### config.mk
export PLATFORM = sky130hd
export DESIGN_NAME = vending_coin_change_controller_core
export DESIGN_NICKNAME = d
export VERILOG_FILES = /design/src/vcc_pkg.sv /design/src/vending_coin_change_controller_core.sv /design/src/vcc_front.sv /design/src/vcc_queue.sv /design/src/vcc_back.sv
export SDC_FILE = /design/constraint.sdc
export NUM_CORES = 1
export LEC_CHECK = 0
export ABC_AREA = 1
export BUFFER_PORTS_ARGS = -buffer_cell sky130_fd_sc_hd__buf_4
export CAP_MARGIN = 0
export CORE_AREA = 2 2 294 296
export DETAILED_ROUTE_END_ITERATION = 10
export DIE_AREA = 0 0 296 298
export HOLD_SLACK_MARGIN = 0.02
export PLACE_DENSITY = 0.82
export RECOVER_POWER = 100
export SYNTH_ARGS = -nofsm -noshare
export SYNTH_HDL_FRONTEND = slang
export SYNTH_SLANG_ARGS = --single-unit
### constraint.sdc
create_clock -name i_clk -period 7.1 [get_ports i_clk]
set_clock_uncertainty 0.05 [all_clocks]
set_input_delay 0.71 -clock i_clk [delete_from_list [all_inputs] [get_ports i_clk]]
set_output_delay 0.71 -clock i_clk [all_outputs]
set_load 0.005 [all_outputs]
### src/vcc_pkg.sv
`default_nettype none
package vcc_pkg;

    localparam int NUM_PRODUCTS_DEF   = 32;
    localparam int NUM_COIN_KINDS_DEF = 8;
    // Only 32 slots can be addressed by the 5-bit product field.
    localparam int TABLE_MAX          = 32;
    localparam int MAX_LINES          = 5;
    localparam int QUEUE_DEPTH        = 2;

    typedef enum logic [1:0] {
        OP_SELECT = 2'd0,
        OP_COIN   = 2'd1,
        OP_LOAD   = 2'd2
    } t_opcode;

    typedef enum logic [3:0] {
        ST_DUE      = 4'd0,
        ST_COIN_REJ = 4'd1,
        ST_NO_STOCK = 4'd2,
        ST_VENDED   = 4'd3,
        ST_CHANGE   = 4'd4,
        ST_NO_SALE  = 4'd5,
        ST_BUSY     = 4'd6,
        ST_LOADED   = 4'd7,
        ST_STARTED  = 4'd8
    } t_status;

    typedef enum logic {
        F_IDLE,
        F_EXEC
    } t_fstate;

    typedef enum logic [2:0] {
        B_IDLE,
        B_ONE,
        B_CALC,
        B_VEND,
        B_LINES
    } t_bstate;

    // One command from the front to the back. A vend command carries the
    // total change in amount; any other command is a single finished result.
    typedef struct packed {
        logic        is_vend;
        t_status     status;
        logic [4:0]  slot;
        logic [13:0] amount;
    } t_cmd;

    function automatic int clamp_kinds(input int k);
        int r;
        r = k;
        if (r < 1) r = 1;
        if (r > 8) r = 8;
        return r;
    endfunction

    // Denominations in cents, largest first.
    function automatic logic [7:0] denom(input logic [2:0] idx);
        logic [7:0] d;
        unique case (idx)
            3'd0: d = 8'd200;
            3'd1: d = 8'd100;
            3'd2: d = 8'd50;
            3'd3: d = 8'd20;
            3'd4: d = 8'd10;
            3'd5: d = 8'd5;
            3'd6: d = 8'd2;
            3'd7: d = 8'd1;
        endcase
        return d;
    endfunction

    function automatic logic coin_valid(input logic [7:0] coin, input int kinds);
        logic ok;
        ok = 1'b0;
        for (int i = 0; i < 8; i++) begin
            if ((i < kinds) && (coin == denom(3'(i)))) ok = 1'b1;
        end
        return ok;
    endfunction

endpackage
`default_nettype wire

### src/vending_coin_change_controller_core.sv
// Vending controller with greedy change, all money in integer cents.
// The input channel (i_in_valid / o_in_ready) takes one event word per
// handshake: select a product, insert a coin, or load a slot's price and stock.
// The output channel (o_out_valid / i_out_ready) gives result words; every
// event gives one result word, except a completed sale, which gives a vend word
// followed by up to five change-line words, and opcode 3, which gives nothing.
// o_last marks the final result word of each event.
// The front accepts an event, then reads the tables (registered) and decides,
// and takes no new event before that is done; it waits while the queue is full.
// The back pops a command and writes one result word, or for a sale first does
// greedy change work (one denomination per cycle), then writes the vend and
// change-line words, each held while the output stalls. A two-word queue between
// front and back lets the front keep taking events while change lines drain.
// Reset clears the sale state, the valid bits of the price and stock tables
// (so every slot reads as zero price and zero stock) and all handshakes.
// When the receiver holds i_out_ready low, the result word stays put; the back
// then stops, the queue fills and the front finally drops o_in_ready.
`default_nettype none
module vending_coin_change_controller_core #(
    parameter int NUM_PRODUCTS   = vcc_pkg::NUM_PRODUCTS_DEF,
    parameter int NUM_COIN_KINDS = vcc_pkg::NUM_COIN_KINDS_DEF
) (
    input  logic        i_clk,
    input  logic        i_rst_n,
    input  logic        i_in_valid,
    output logic        o_in_ready,
    input  logic [1:0]  i_opcode,
    input  logic [4:0]  i_product,
    input  logic [7:0]  i_coin_cents,
    input  logic [13:0] i_load_price,
    input  logic [7:0]  i_load_quantity,
    output logic        o_out_valid,
    input  logic        i_out_ready,
    output logic [3:0]  o_status,
    output logic [4:0]  o_slot,
    output logic [13:0] o_amount,
    output logic [7:0]  o_coin_count,
    output logic        o_last
);
    import vcc_pkg::*;

    // Commands crossing from the event front to the result back.
    t_cmd push_cmd;
    t_cmd pop_cmd;
    logic push;
    logic pop;
    logic q_full;
    logic q_empty;

    // The front owns all sale state and both tables, so an event is fully
    // decided before the back has finished paying out the previous one.
    vcc_front #(
        .NUM_PRODUCTS   (NUM_PRODUCTS),
        .NUM_COIN_KINDS (NUM_COIN_KINDS)
    ) u_front (
        .i_clk           (i_clk),
        .i_rst_n         (i_rst_n),
        .i_in_valid      (i_in_valid),
        .o_in_ready      (o_in_ready),
        .i_opcode        (i_opcode),
        .i_product       (i_product),
        .i_coin_cents    (i_coin_cents),
        .i_load_price    (i_load_price),
        .i_load_quantity (i_load_quantity),
        .o_push          (push),
        .o_cmd           (push_cmd),
        .i_full          (q_full)
    );

    vcc_queue u_queue (
        .i_clk   (i_clk),
        .i_rst_n (i_rst_n),
        .i_push  (push),
        .i_cmd   (push_cmd),
        .o_full  (q_full),
        .i_pop   (pop),
        .o_cmd   (pop_cmd),
        .o_empty (q_empty)
    );

    // The back breaks the change into denominations and drives the output
    // register, which holds its word while the receiver stalls.
    vcc_back #(
        .NUM_COIN_KINDS (NUM_COIN_KINDS)
    ) u_back (
        .i_clk        (i_clk),
        .i_rst_n      (i_rst_n),
        .i_cmd        (pop_cmd),
        .i_empty      (q_empty),
        .o_pop        (pop),
        .o_out_valid  (o_out_valid),
        .i_out_ready  (i_out_ready),
        .o_status     (o_status),
        .o_slot       (o_slot),
        .o_amount     (o_amount),
        .o_coin_count (o_coin_count),
        .o_last       (o_last)
    );

endmodule
`default_nettype wire

### src/vcc_front.sv
`default_nettype none
module vcc_front #(
    parameter int NUM_PRODUCTS   = vcc_pkg::NUM_PRODUCTS_DEF,
    parameter int NUM_COIN_KINDS = vcc_pkg::NUM_COIN_KINDS_DEF
) (
    input  logic              i_clk,
    input  logic              i_rst_n,
    input  logic              i_in_valid,
    output logic              o_in_ready,
    input  logic [1:0]        i_opcode,
    input  logic [4:0]        i_product,
    input  logic [7:0]        i_coin_cents,
    input  logic [13:0]       i_load_price,
    input  logic [7:0]        i_load_quantity,
    output logic              o_push,
    output vcc_pkg::t_cmd     o_cmd,
    input  logic              i_full
);
    import vcc_pkg::*;

    localparam int DEPTH = (NUM_PRODUCTS < TABLE_MAX) ? NUM_PRODUCTS : TABLE_MAX;
    localparam int AW    = (DEPTH > 1) ? $clog2(DEPTH) : 1;
    localparam int KINDS = clamp_kinds(NUM_COIN_KINDS);

    t_fstate          r_state, n_state;
    logic [1:0]       r_op;
    logic [4:0]       r_prod;
    logic [7:0]       r_coin;
    logic [13:0]      r_lprice;
    logic [7:0]       r_lqty;
    logic [AW-1:0]    r_addr;
    logic             r_sale_open, n_sale_open;
    logic [4:0]       r_cur_slot, n_cur_slot;
    logic [13:0]      r_due, n_due;

    logic [13:0]      price_mem [DEPTH];
    logic [7:0]       stock_mem [DEPTH];
    logic [DEPTH-1:0] r_valid;
    logic [13:0]      r_price_rd;
    logic [7:0]       r_stock_rd;
    logic             r_hit_rd;

    logic             accept;
    logic [AW-1:0]    rd_addr;
    logic [13:0]      price_eff;
    logic [7:0]       stock_eff;
    logic             inrange;
    logic             need_res;
    logic             go;
    logic             do_load;
    logic             do_dec;
    t_cmd             cmd;

    assign accept  = i_in_valid && o_in_ready;
    // A coin works on the open sale's slot, everything else on the product field.
    assign rd_addr = (i_opcode == OP_COIN) ? r_cur_slot[AW-1:0] : i_product[AW-1:0];

    assign price_eff = r_hit_rd ? r_price_rd : 14'd0;
    assign stock_eff = r_hit_rd ? r_stock_rd : 8'd0;
    assign inrange   = int'(r_prod) < NUM_PRODUCTS;

    always_comb begin
        n_state     = r_state;
        o_in_ready  = 1'b0;
        n_sale_open = r_sale_open;
        n_cur_slot  = r_cur_slot;
        n_due       = r_due;
        need_res    = 1'b0;
        do_load     = 1'b0;
        do_dec      = 1'b0;
        go          = 1'b0;
        cmd.is_vend = 1'b0;
        cmd.status  = ST_DUE;
        cmd.slot    = r_cur_slot;
        cmd.amount  = 14'd0;

        unique case (r_op)
            OP_SELECT: begin
                need_res = 1'b1;
                if (r_sale_open) begin
                    cmd.status = ST_BUSY;
                    cmd.amount = r_due;
                end else if (!inrange || (stock_eff == 8'd0)) begin
                    cmd.status = ST_NO_STOCK;
                    cmd.slot   = r_prod;
                end else if (price_eff == 14'd0) begin
                    // Free product: vend at once with no change.
                    cmd.is_vend = 1'b1;
                    cmd.status  = ST_VENDED;
                    cmd.slot    = r_prod;
                    n_cur_slot  = r_prod;
                    do_dec      = 1'b1;
                end else begin
                    cmd.status  = ST_STARTED;
                    cmd.slot    = r_prod;
                    cmd.amount  = price_eff;
                    n_sale_open = 1'b1;
                    n_cur_slot  = r_prod;
                    n_due       = price_eff;
                end
            end
            OP_COIN: begin
                need_res = 1'b1;
                if (!r_sale_open) begin
                    cmd.status = ST_NO_SALE;
                end else if (!coin_valid(r_coin, KINDS)) begin
                    cmd.status = ST_COIN_REJ;
                    cmd.amount = r_due;
                end else if ({6'd0, r_coin} >= r_due) begin
                    cmd.is_vend = 1'b1;
                    cmd.status  = ST_VENDED;
                    cmd.amount  = {6'd0, r_coin} - r_due;
                    n_sale_open = 1'b0;
                    n_due       = 14'd0;
                    do_dec      = 1'b1;
                end else begin
                    n_due      = r_due - {6'd0, r_coin};
                    cmd.status = ST_DUE;
                    cmd.amount = r_due - {6'd0, r_coin};
                end
            end
            OP_LOAD: begin
                need_res = 1'b1;
                cmd.slot = r_prod;
                if (inrange) begin
                    cmd.status = ST_LOADED;
                    cmd.amount = r_lprice;
                    do_load    = 1'b1;
                end else begin
                    cmd.status = ST_NO_STOCK;
                end
            end
            default: begin
                need_res = 1'b0;
            end
        endcase

        unique case (r_state)
            F_IDLE: begin
                o_in_ready = 1'b1;
                if (i_in_valid) n_state = F_EXEC;
            end
            F_EXEC: begin
                go = !need_res || !i_full;
                if (go) n_state = F_IDLE;
            end
            default: n_state = F_IDLE;
        endcase

        if (!go) begin
            n_sale_open = r_sale_open;
            n_cur_slot  = r_cur_slot;
            n_due       = r_due;
        end
    end

    assign o_push = go && need_res;
    assign o_cmd  = cmd;

    always_ff @(posedge i_clk) begin
        if (!i_rst_n) begin
            r_state     <= F_IDLE;
            r_sale_open <= 1'b0;
            r_cur_slot  <= 5'd0;
            r_due       <= 14'd0;
            r_valid     <= '0;
        end else begin
            r_state     <= n_state;
            r_sale_open <= n_sale_open;
            r_cur_slot  <= n_cur_slot;
            r_due       <= n_due;
            if (go && do_load) r_valid[r_addr] <= 1'b1;
        end
    end

    always_ff @(posedge i_clk) begin
        if (accept) begin
            r_op       <= i_opcode;
            r_prod     <= i_product;
            r_coin     <= i_coin_cents;
            r_lprice   <= i_load_price;
            r_lqty     <= i_load_quantity;
            r_addr     <= rd_addr;
            r_price_rd <= price_mem[rd_addr];
            r_stock_rd <= stock_mem[rd_addr];
            r_hit_rd   <= r_valid[rd_addr];
        end
        if (go && do_load) begin
            price_mem[r_addr] <= r_lprice;
            stock_mem[r_addr] <= r_lqty;
        end else if (go && do_dec && (stock_eff != 8'd0)) begin
            stock_mem[r_addr] <= stock_eff - 8'd1;
        end
    end

endmodule
`default_nettype wire

### src/vcc_queue.sv
`default_nettype none
module vcc_queue (
    input  logic          i_clk,
    input  logic          i_rst_n,
    input  logic          i_push,
    input  vcc_pkg::t_cmd i_cmd,
    output logic          o_full,
    input  logic          i_pop,
    output vcc_pkg::t_cmd o_cmd,
    output logic          o_empty
);
    import vcc_pkg::*;

    localparam int PW = (QUEUE_DEPTH > 1) ? $clog2(QUEUE_DEPTH) : 1;
    localparam int CW = $clog2(QUEUE_DEPTH + 1);

    t_cmd          r_mem [QUEUE_DEPTH];
    logic [PW-1:0] r_wr_ptr;
    logic [PW-1:0] r_rd_ptr;
    logic [CW-1:0] r_count;

    assign o_full  = r_count == CW'(QUEUE_DEPTH);
    assign o_empty = r_count == '0;
    assign o_cmd   = r_mem[r_rd_ptr];

    always_ff @(posedge i_clk) begin
        if (!i_rst_n) begin
            r_wr_ptr <= '0;
            r_rd_ptr <= '0;
            r_count  <= '0;
        end else begin
            if (i_push) begin
                r_wr_ptr <= (r_wr_ptr == PW'(QUEUE_DEPTH - 1)) ? '0 : r_wr_ptr + 1'b1;
            end
            if (i_pop) begin
                r_rd_ptr <= (r_rd_ptr == PW'(QUEUE_DEPTH - 1)) ? '0 : r_rd_ptr + 1'b1;
            end
            if (i_push && !i_pop) r_count <= r_count + 1'b1;
            else if (i_pop && !i_push) r_count <= r_count - 1'b1;
        end
    end

    always_ff @(posedge i_clk) begin
        if (i_push) r_mem[r_wr_ptr] <= i_cmd;
    end

endmodule
`default_nettype wire

### src/vcc_back.sv
`default_nettype none
module vcc_back #(
    parameter int NUM_COIN_KINDS = vcc_pkg::NUM_COIN_KINDS_DEF
) (
    input  logic          i_clk,
    input  logic          i_rst_n,
    input  vcc_pkg::t_cmd i_cmd,
    input  logic          i_empty,
    output logic          o_pop,
    output logic          o_out_valid,
    input  logic          i_out_ready,
    output logic [3:0]    o_status,
    output logic [4:0]    o_slot,
    output logic [13:0]   o_amount,
    output logic [7:0]    o_coin_count,
    output logic          o_last
);
    import vcc_pkg::*;

    localparam int         KINDS  = clamp_kinds(NUM_COIN_KINDS);
    localparam logic [7:0] D_LAST = denom(3'(KINDS - 1));
    localparam int         DL     = int'(D_LAST);

    // Value of one coin of each kind counted in the smallest accepted coin.
    function automatic logic [7:0] tail_ratio(input logic [2:0] idx);
        logic [7:0] r;
        unique case (idx)
            3'd0: r = 8'(200 / DL);
            3'd1: r = 8'(100 / DL);
            3'd2: r = 8'(50 / DL);
            3'd3: r = 8'(20 / DL);
            3'd4: r = 8'(10 / DL);
            3'd5: r = 8'(5 / DL);
            3'd6: r = 8'(2 / DL);
            3'd7: r = 8'(1 / DL);
        endcase
        return r;
    endfunction

    t_bstate     r_state, n_state;
    t_cmd        r_cmd;
    logic [7:0]  r_rem;
    logic [2:0]  r_idx;
    logic [3:0]  r_raw;
    logic [7:0]  r_left;
    logic [2:0]  r_j, n_j;
    logic [7:0]  r_den [MAX_LINES];
    logic [7:0]  r_cnt [MAX_LINES];

    logic        r_out_valid;
    t_status     r_status;
    logic [4:0]  r_slot;
    logic [13:0] r_amount;
    logic [7:0]  r_count;
    logic        r_last;

    logic        out_free;
    logic        calc;
    logic        emit;
    t_status     e_status;
    logic [13:0] e_amount;
    logic [7:0]  e_count;
    logic        e_last;
    logic [7:0]  den_cur;
    logic [8:0]  den_two;
    logic [7:0]  quo;
    logic [7:0]  used;
    logic [2:0]  nlines;
    logic        folded;
    logic [7:0]  line_den;
    logic [7:0]  line_cnt;

    assign out_free = !r_out_valid || i_out_ready;
    assign den_cur  = denom(r_idx);
    assign den_two  = {den_cur, 1'b0};
    assign folded   = r_raw > 4'(MAX_LINES);
    assign nlines   = folded ? 3'(MAX_LINES) : r_raw[2:0];

    // The remainder entering each denomination is below the previous one,
    // so at most two coins of any kind fit and two compares give the count.
    always_comb begin
        if ({1'b0, r_rem} >= den_two) begin
            quo  = 8'd2;
            used = den_two[7:0];
        end else if (r_rem >= den_cur) begin
            quo  = 8'd1;
            used = den_cur;
        end else begin
            quo  = 8'd0;
            used = 8'd0;
        end
    end

    // When greedy change needs more lines than fit, the last line pays the
    // whole tail in the smallest accepted coin. r_left already counts that
    // tail in smallest coins.
    always_comb begin
        if (folded && (r_j == 3'(MAX_LINES - 1))) begin
            line_den = D_LAST;
            line_cnt = r_left;
        end else begin
            line_den = r_den[r_j];
            line_cnt = r_cnt[r_j];
        end
    end

    always_comb begin
        n_state  = r_state;
        n_j      = r_j;
        o_pop    = 1'b0;
        calc     = 1'b0;
        emit     = 1'b0;
        e_status = r_cmd.status;
        e_amount = r_cmd.amount;
        e_count  = 8'd0;
        e_last   = 1'b1;
        unique case (r_state)
            B_IDLE: begin
                if (!i_empty) begin
                    o_pop   = 1'b1;
                    n_state = i_cmd.is_vend ? B_CALC : B_ONE;
                end
            end
            B_ONE: begin
                if (out_free) begin
                    emit    = 1'b1;
                    n_state = B_IDLE;
                end
            end
            B_CALC: begin
                calc = 1'b1;
                if (r_idx == 3'(KINDS - 1)) n_state = B_VEND;
            end
            B_VEND: begin
                if (out_free) begin
                    emit     = 1'b1;
                    e_status = ST_VENDED;
                    e_last   = r_raw == 4'd0;
                    n_j      = 3'd0;
                    n_state  = (r_raw == 4'd0) ? B_IDLE : B_LINES;
                end
            end
            B_LINES: begin
                if (out_free) begin
                    emit     = 1'b1;
                    e_status = ST_CHANGE;
                    e_amount = {6'd0, line_den};
                    e_count  = line_cnt;
                    e_last   = r_j == (nlines - 3'd1);
                    n_j      = r_j + 3'd1;
                    if (e_last) n_state = B_IDLE;
                end
            end
            default: n_state = B_IDLE;
        endcase
    end

    always_ff @(posedge i_clk) begin
        if (!i_rst_n) begin
            r_state     <= B_IDLE;
            r_out_valid <= 1'b0;
        end else begin
            r_state <= n_state;
            if (emit) r_out_valid <= 1'b1;
            else if (i_out_ready) r_out_valid <= 1'b0;
        end
    end

    always_ff @(posedge i_clk) begin
        r_j <= n_j;
        if (o_pop) begin
            r_cmd  <= i_cmd;
            r_rem  <= i_cmd.amount[7:0];
            r_idx  <= 3'd0;
            r_raw  <= 4'd0;
            r_left <= 8'd0;
        end
        if (calc) begin
            r_idx <= r_idx + 3'd1;
            r_rem <= r_rem - used;
            if (quo != 8'd0) begin
                r_raw <= r_raw + 4'd1;
                if (r_raw < 4'(MAX_LINES)) begin
                    r_den[r_raw[2:0]] <= den_cur;
                    r_cnt[r_raw[2:0]] <= quo;
                end
                if (r_raw >= 4'(MAX_LINES - 1)) begin
                    r_left <= r_left + 8'(quo * tail_ratio(r_idx));
                end
            end
        end
        if (emit) begin
            r_status <= e_status;
            r_slot   <= r_cmd.slot;
            r_amount <= e_amount;
            r_count  <= e_count;
            r_last   <= e_last;
        end
    end

    assign o_out_valid  = r_out_valid;
    assign o_status     = r_status;
    assign o_slot       = r_slot;
    assign o_amount     = r_amount;
    assign o_coin_count = r_count;
    assign o_last       = r_last;

endmodule
`default_nettype wire

==> metrics <==
asr flop ratio synth=0; Post CTS Setup Buffer Count=0; Fmax achieved=~170 MHz; worst reg2reg endpoint=u_front.r_price_rd[8]; Layout area overhead=9.44%; status=complete, but fails checks; unrepaired setup endpoints after global routing=false; Worst-path clk slew=around 0.060 ns; routed len/inst=18.8 um; Final Core Density=0.598; vias per cell=5.53; placed instance count=5792; Final period util=0.824; Cell Area, Placed=0.0481 mm^2; Initial Utilization=0.547; Initial DRT Pass Iterations=9; area of the core=0.0849 mm^2; Max Transition Viols Final=814; PnR Total Power=15.5 mW; Setup WS post-layout=1.25 ns; Setup crit end kind=flop; global route overflow=0; Rows=between 100 and 150; IO Count=75; Leak=about 21 nW; die area=0.0882 mm^2; Primary FF master, synth=edfxtp_1; die width=296 um; Placement Setup Slack=around 2.3 ns; final wirelength=112 mm; Final Hold Fails=0; Yosys warnings=0; crit path launch type=input pin; number of CTS-inserted buffers=98; r2r startpoint=u_front.r_cur_slot[3]; H-tree depth=3; Worst EP required=7.42 ns; Worst EP arrival=6.17 ns; syn nets=4825; crit path max fanout=47; Finished Cell Area=0.0508 mm^2; Final TNS setup=0 ns; worst hold-check path type=in2reg; VDD IR max=~0.00024 V; layout cells sized above 1=0.0507; ANT nets after route=0; most common cell after layout, fill and taps aside=nand2_1; final setup fails=0; Mapped Area=0.0464 mm^2; Least-Margin Pin Slew=4.04 ns; Avg Cell Area, Syn=9.84 um^2; Yosys reg bits=1021; hpwl dp=68.2 mm; Worst Setup EP=u_front.r_price_rd[8]; PwrDens=305 mW/mm^2; worst reg2reg path depth=8; reg2reg setup slack=1.49 ns; failing checks=DRC, capacitance limit, slew limit; nets=roughly 5000; DR iter-0 viols=roughly 4300; RD Place Congestion=0.944; clock buffer depth=3; Sink Count=1021; EDFF count, synth=about 940; post-layout min period=5.85 ns; DRC=1; most frequent cells in the layout=nand2_1 (1410), edfxtp_1 (936), inv_1 (739), nand3_1 (622), nor2_1 (280); largest net degree at the start of global routing=233; worst hold slack=0.190 ns; WS Path Type=in2reg; post-synthesis sequential area ratio=0.642; Layout Cells excl Fill=5980; post-cts repair resize count=0; initial antenna violation count=3; Max-Cap Viols=26; GRT Total Usage=0.253; Die H=298 um; Clk Latency, worst-skew pair=0.68 ns; Hold Buf Count CTS=0; number of global-route vias before repair=31690; number of distinct library cells after synthesis=47; I/O Buffers=74; first-pass GRT wire length=174 mm; Critical path origin=i_opcode[0]; TritonCTS clock tree=built; cell count after synthesis=4715; Relative slew margins=-1.69; CTS root buf=clkbuf_16; via count=33074
power breakdown:
group / internal, mW / total, mW / switching [mW]
clock network: 2.91 / 5.16 / 2.25
logic: 0.936 / 2.98 / 2.05
registers: 7.11 / 7.36 / 0.246
total: 11.0 / 15.5 / 4.54
worst min-delay path by stage:
stage | endpoint | slack, ns | start | depth (start not counted)
finish | u_front.r_lqty[5] | 0.19 | i_load_quantity[5] | 1
global route | u_front.r_lprice[7] | 0.17 | i_load_price[7] | 1
CTS | u_front.r_lprice[6] | 0.14 | i_load_price[6] | 1
detailed placement | u_back.o_slot[0] | 0.36 | u_back.r_cmd[14] | 0
global placement | u_back.o_slot[4] | 0.36 | u_back.r_cmd[18] | 0
floorplan | u_back.o_slot[0] | 0.35 | u_back.r_cmd[14] | 0
synth_stat cells, types with 3 or more instances:
library cell | n | area (um^2)
nor2_2 | 4 | 25.0
xor2_1 | 16 | 140
o21ai_0 | 82 | 410
a21oi_1 | 69 | 345
edfxtp_1 | 936 | 28100
xnor2_1 | 8 | 70.1
o22ai_1 | 3 | 18.8
a21boi_0 | 7 | 52.6
ha_1 | 59 | 738
nor2_1 | 279 | 1050
clkbuf_1 | 79 | 297
buf_2 | 99 | 495
dfxtp_1 | 85 | 1700
o21ai_1 | 4 | 20.0
nand2_1 | 1409 | 5290
nand3b_1 | 4 | 30.0
inv_1 | 738 | 2770
nand4_1 | 15 | 93.8
or2_2 | 4 | 25.0
a21oi_2 | 33 | 289
inv_2 | 5 | 18.8
clkinv_1 | 3 | 11.3
fa_1 | 10 | 200
buf_1 | 20 | 75.1
buf_6 | 6 | 67.6
nand3_1 | 622 | 3110
nor3_1 | 14 | 70.1
o211ai_1 | 50 | 375
a31oi_1 | 3 | 18.8
o221ai_1 | 3 | 26.3
a211oi_1 | 3 | 22.5
mux2_2 | 25 | 282
cell type report:
type | instances | area (um^2)
sequential | 1021 | 29800
timing repair buffer | 138 | 798
multi-input combinational | 2743 | 12700
tap | 1144 | 1430
fill | 6665 | 34100
clock inverter | 60 | 591
antenna | 4 | 10.0
inverter | 746 | 2810
clock buffer | 124 | 2610
registers in the layout (all words and copies together) (netlist names), 14 cells and up, named ones only:
name                cells
u_back.r_cmd           23
u_front.r_price_rd     14
u_front.r_valid        32
u_queue.r_mem          48
u_front.r_lprice       14
u_front.price_mem     448
u_back.o_amount        14
u_front.r_due          14
u_front.stock_mem     256
u_back.r_den           40
per-layer routing:
| metal | GRT usage | part of all wire |
|---|---|---|
| met4 | 0.107 | 0.041 |
| met5 | 0 | 0.00012 |
| met3 | 0.0427 | 0.097 |
| met2 | 0.417 | 0.48 |
| met1 | 0.332 | 0.38 |
cell families after synthesis:
group,share of synthesized area
compound gates,0.0359
xor+xnor,0.00453
fa+ha+maj,0.0202
buf+inv,0.0806
flops,0.642
mux,0.00607
simple gates,0.211
critical path: stages:
cell	delay [ns]
clkbuf_1	0.14
inv_1	0.08
nor2_1	0.08
or2_2	0.29
o21ai_0	0.07
clkbuf_1	2.18
inv_1	1.46
buf_4	0.59
nand3_1	0.23
nand2_1	0.09
nand2_1	0.07
nand2_1	0.11
Note: power is estimated with default switching activity, not from simulation.
